**config.mk**
```make
export PLATFORM = sky130hd
export DESIGN_NAME = ssdfa_core
export DESIGN_NICKNAME = d
export VERILOG_FILES = /design/src/rtl/core/ssdfa_pkg.sv /design/src/rtl/core/ssdfa_core.sv
export SDC_FILE = /design/constraint.sdc
export NUM_CORES = 1
export LEC_CHECK = 0
export ABC_AREA = 1
export BUFFER_PORTS_ARGS = -buffer_cell sky130_fd_sc_hd__buf_2
export CAP_MARGIN = 0
export CORE_MARGIN = 2
export CORE_UTILIZATION = 45
export CTS_CLUSTER_SIZE = 28
export DETAILED_ROUTE_END_ITERATION = 16
export PLACE_DENSITY = 0.65
export SYNTH_ARGS = -nofsm -noshare
export SYNTH_HDL_FRONTEND = slang
export SYNTH_SLANG_ARGS = --single-unit
```
**constraint.sdc**
```tcl
create_clock -name clk -period 1.8 [get_ports clk]
set_input_delay 0 -clock clk [delete_from_list [all_inputs] [get_ports clk]]
set_output_delay 0 -clock clk [all_outputs]
set_load 0.005 [all_outputs]
```
**src/rtl/core/ssdfa_pkg.sv**
```systemverilog
// Shared types, constants and the transition table of the shell syntax checker.
// No dependencies.
package ssdfa_pkg;

    localparam int NUM_STATES  = 13;
    localparam int NUM_CLASSES = 9;

    typedef logic [3:0] dfa_state_t;

    localparam dfa_state_t ST_START   = 4'd0;
    localparam dfa_state_t ST_WORD    = 4'd1;
    localparam dfa_state_t ST_SPACE   = 4'd5;
    localparam dfa_state_t ST_ERR     = 4'd9;
    localparam dfa_state_t ST_HEREDOC = 4'd11;

    typedef enum logic [3:0] {
        CLS_WORD   = 4'd0,
        CLS_PIPE   = 4'd1,
        CLS_LT     = 4'd2,
        CLS_GT     = 4'd3,
        CLS_SPACE  = 4'd4,
        CLS_DOLLAR = 4'd5,
        CLS_DQUOTE = 4'd6,
        CLS_SQUOTE = 4'd7,
        CLS_OTHER  = 4'd8
    } char_class_t;

    typedef enum logic [1:0] {
        VERDICT_OK      = 2'd0,
        VERDICT_HEREDOC = 2'd1,
        VERDICT_ERROR   = 2'd2
    } verdict_t;

    typedef struct packed {
        verdict_t   verdict;
        dfa_state_t final_state;
    } result_t;

    localparam dfa_state_t NEXT_TBL [NUM_STATES][NUM_CLASSES] = '{
        '{4'd1, 4'd9, 4'd3,  4'd4,  4'd5,  4'd1, 4'd7, 4'd8, 4'd1},
        '{4'd1, 4'd2, 4'd3,  4'd4,  4'd5,  4'd6, 4'd7, 4'd8, 4'd1},
        '{4'd1, 4'd9, 4'd3,  4'd4,  4'd5,  4'd6, 4'd7, 4'd8, 4'd1},
        '{4'd1, 4'd9, 4'd11, 4'd9,  4'd12, 4'd6, 4'd7, 4'd8, 4'd1},
        '{4'd1, 4'd2, 4'd9,  4'd10, 4'd12, 4'd6, 4'd7, 4'd8, 4'd1},
        '{4'd1, 4'd2, 4'd3,  4'd4,  4'd5,  4'd6, 4'd7, 4'd8, 4'd1},
        '{4'd1, 4'd9, 4'd9,  4'd9,  4'd5,  4'd9, 4'd9, 4'd9, 4'd1},
        '{4'd7, 4'd7, 4'd7,  4'd7,  4'd7,  4'd7, 4'd5, 4'd7, 4'd7},
        '{4'd8, 4'd8, 4'd8,  4'd8,  4'd8,  4'd8, 4'd8, 4'd5, 4'd8},
        '{4'd9, 4'd9, 4'd9,  4'd9,  4'd9,  4'd9, 4'd9, 4'd9, 4'd1},
        '{4'd1, 4'd9, 4'd9,  4'd9,  4'd12, 4'd9, 4'd7, 4'd8, 4'd1},
        '{4'd1, 4'd9, 4'd9,  4'd9,  4'd12, 4'd9, 4'd7, 4'd8, 4'd1},
        '{4'd1, 4'd9, 4'd9,  4'd9,  4'd12, 4'd6, 4'd7, 4'd8, 4'd1}
    };

    // Out-of-range states fall into the error state.
    function automatic dfa_state_t dfa_next(dfa_state_t s, char_class_t c);
        dfa_state_t ns;
        if (s < dfa_state_t'(NUM_STATES))
        begin
            ns = NEXT_TBL[s][c];
        end
        else
        begin
            ns = ST_ERR;
        end
        return ns;
    endfunction

endpackage

```
**src/rtl/core/ssdfa_core.sv**
```systemverilog
// Automaton state, sticky error and here-document marks, and verdict logic.
// Depends on ssdfa_pkg.
module ssdfa_core
    import ssdfa_pkg::*;
(
    input  logic        clk,
    input  logic        rst_n,
    input  logic        step,
    input  char_class_t cls,
    input  logic        last,
    output result_t     res
);

    dfa_state_t state_reg, state_next;
    logic       err_reg, err_next;
    logic       hd_reg, hd_next;
    dfa_state_t tbl_state;

    assign tbl_state = dfa_next(state_reg, cls);

    always_comb
    begin
        // hold everything once an error has been seen
        if (err_reg)
        begin
            state_next = state_reg;
            err_next   = 1'b1;
            hd_next    = hd_reg;
        end
        else
        begin
            state_next = tbl_state;
            err_next   = (tbl_state == ST_ERR);
            hd_next    = hd_reg | (tbl_state == ST_HEREDOC);
        end

        res.final_state = state_next;
        if (err_next)
        begin
            res.verdict = VERDICT_ERROR;
        end
        else if (hd_next && state_next != ST_HEREDOC)
        begin
            res.verdict = VERDICT_HEREDOC;
        end
        else if (state_next == ST_WORD || state_next == ST_SPACE)
        begin
            res.verdict = VERDICT_OK;
        end
        else
        begin
            res.verdict = VERDICT_ERROR;
        end
    end

    always_ff @(posedge clk or negedge rst_n)
    begin
        if (!rst_n)
        begin
            state_reg <= ST_START;
            err_reg   <= 1'b0;
            hd_reg    <= 1'b0;
        end
        else if (step)
        begin
            // drop all line state after the last character
            if (last)
            begin
                state_reg <= ST_START;
                err_reg   <= 1'b0;
                hd_reg    <= 1'b0;
            end
            else
            begin
                state_reg <= state_next;
                err_reg   <= err_next;
                hd_reg    <= hd_next;
            end
        end
    end

endmodule

```
==> qor.csv <==
metric,value,unit
cp_slowest_cell,dfrtp_2,
p_seq_frac,0.193,
p_comb_frac,0.670,
slew_headroom,0.814,
maxCapViolations,0,
synth_common_cells,"nand2_1, nand3_1, inv_1, nor2_1",
p_leak,0.814,nW
rr_worst_depth,15,
p_sw,387,uW
ys_seq_elements,6,
slew_viol_final,0,
largest_reg_flops,4,
cts_made_buffers,3,
grtUsageMet3,0.0526,
drt_first_pass_iters,4,
grt_pass1_vias,1288,
fmax,467,MHz
seq_area_frac_synth,0.150,
finalInstanceArea,0.00151,mm^2
setup_ws,-0.341,ns
pwr-share-clk,0.138,
cp.arrival,2.14,ns
worst_pin_slew,0.277,ns
p_per_area,588,mW/mm^2
cp.depth,15,
p_int,501,uW
initialDrtViolationCount,46,
io_buffers,13,
grt_use_total,0.264,
grt.busiest_layer,met2,
grt_pass1_wl,5240,um
violations,setup timing,
wl_per_cell,13.2,um
min_path_type,primary input to flip-flop,
cts_max_level,1,
cpMostUsedCell,nand2_1,
place_ws,-0.155,ns
syn_inst,182,
fin_crit,2.14,ns
yosysMostFrequentCell,nand2_1,
grt.overflow.total,0,
fill_cells,180,
finalSetupTns,-1.44,ns
yosysTopAreaCellShare,0.259,
coreArea,0.00215,mm^2
vias,1390,
setup_viol,11,
cts_buffer_depth,2,
synth_edf_count,0,
yosysUniqueCellTypes,21,
die_y,51.1,um
timing.final.crit_share,1.19,
hp-start,step,
r2r_setup_slack,-0.12,ns
antenna_found_initial,0,
async_reset_ff_frac,1.00,
syn_nets,196,
fin_cells,253,
use_met2,0.506,
dp_hpwl,2350,um
clock_sinks,6,
vias_per_cell,5.49,
multiInputGateArea,863,um^2
synth_ff_type,dfrtp_1,
cts_tree,done,
yosysWarnings,0,
die_x,51.1,um
clock_latency,0.25,ns
grt_max_degree,12,
io_pins,14,
routed_wl,3350,um
cts.clk_slew.worst_paths,0.05,ns
startpoint,state_reg[0],
path_class,flip-flop to primary output,
required,1.80,ns
avgSynthCellArea,5.49,um^2
placed_area,0.00121,mm^2
drive_above_1_share,0.422,
outcome,"complete, but fails checks",
crit_path_end,res[4],
cp-start-kind,flip-flop,
cp_num_buf_inv,2,
cp_cell_sequence,inv_4 -> ha_4 -> nand3_2 -> nand2_1 -> nand2_2 -> nand2_1 -> nand2_1 -> nand2_1 -> nand3_2 -> nand3_2 -> nand2_4 -> nor2_2 -> nand2_1 -> and3_1 -> buf_2,
hold_ws,0.0156,ns
synth_area,998,um^2
r2r_start,state_reg[0],
cp_max_fo,5,
synth.largest_area_cell,nand2_1,
seq_area,154,um^2
rows,17,
synth_area_leaders,"nand2_1, nand3_1, dfrtp_1",
fin_skew,0.0102,ns
placedCellCount,239,
critical-path-max-stage-delay,0.44,ns
drc,0,
cp-end-kind,primary output,
rsz0062_at_grt,yes,
antenna_cells,0,
gp_congestion,0.930,
clockRootBuffer,clkbuf_4,
switching_share,0.435,
ant_nets,0,
grtUsageMet1,0.283,
cp_top_family,simple AND/OR/NAND/NOR gates,
fp.dieArea,0.00261,mm^2
initial_core_util,0.465,
area_growth,51.1,%
nets,241,
reg2reg_to,state_reg[1],
ir_worst_vdd,0.686,mV
hold_violations,0,
-- power by group through the flow --
stage	Sequential (mW)	Clock [mW]	Combinational, mW
finish	0.171	0.122	0.595
global route	0.172	0.138	0.645
detailed placement	0.164	0	0.433
CTS	0.168	0.122	0.508
floorplan	0.162	0	0.272
global placement	0.163	0	0.428
-- layer usage --
layer / vias to the layer above / share of wire
met5: - / 0
met4: 0 / 0.018
met3: 10 / 0.064
met2: 69 / 0.53
met1: 645 / 0.39
li1: 666 / -
-- cell usage in the layout (no fill, tap or decap) --
master	Yosys	routed
clkinv_1	1	1
a22oi_2	0	1
a21oi_2	0	2
nand2_1	69	62
ha_4	0	4
nor3_4	0	1
buf_2	1	12
a21oi_1	6	4
nor2_4	0	1
and3_1	1	1
buf_6	3	6
inv_1	20	14
o22ai_1	4	3
dfrtp_1	6	3
o22ai_2	0	1
clkinv_4	0	1
nor2_1	14	10
nand2_4	0	1
nor2_2	2	5
nand2_2	3	9
inv_4	0	1
nand4_1	1	1
ha_2	0	1
ha_1	6	1
o21ai_0	2	2
dfrtp_2	0	3
dlygate4sd3_1	0	1
inv_2	2	6
nand3_1	35	27
clkbuf_4	0	3
buf_4	2	27
nand3_2	2	10
-- area by class of cell --
type,instances,area share
clock buffer,3,0.0149
inverter,23,0.0622
multi-input combinational,147,0.572
sequential,6,0.102
tap,28,0.0232
timing repair buffer,46,0.226
-- cell families after synthesis --
group,after synthesis,share of synthesized area
and+or+nand+nor,128,0.561
adders and majority gates,6,0.0752
buffers and inverters,29,0.140
AOI/OAI and AO/OA,13,0.0727
DFF,6,0.150
-- metrics by stage --
step                      power [mW]   util
after CTS                      0.798  0.652
after global routing           0.955  0.702
after floorplan                0.434      -
final                          0.888  0.702
after global placement         0.591  0.563
after detailed placement       0.597  0.563
-- worst min path at each step --
stage | end | cells past startpoint | slack, ns
6_report | state_reg[3] | 2 | 0.02
3_3_place_gp | err_reg | 1 | -0.18
4_1_cts | state_reg[0] | 2 | 0.02
5_1_grt | state_reg[3] | 2 | 0.02
3_5_place_dp | err_reg | 1 | -0.17
2_1_floorplan | err_reg | 0 | -0.30
-- what timing repair did --
action,4_1_cts,5_1_grt
resized for setup,31,22
pin swaps,12,11
setup buffers,6,4
hold endpoints to repair,6,0
endpoints found under the setup margin,11,12
hold buffers,1,0
-- worst register-to-register path, stage by stage (launching register included) --
cell and delay (ns):
dfrtp_2 0.44, inv_4 0.13, ha_4 0.22, nor2_2 0.08, nand2_1 0.07, nand3_2 0.06, nand2_1 0.05, inv_1 0.05
nand2_1 0.05, nand3_2 0.08, nand2_2 0.06, nand2_2 0.07, nand2_2 0.08, buf_6 0.12, buf_4 0.13, o22ai_1 0.14
No activity file was read; power rests on OpenSTA's default activity.
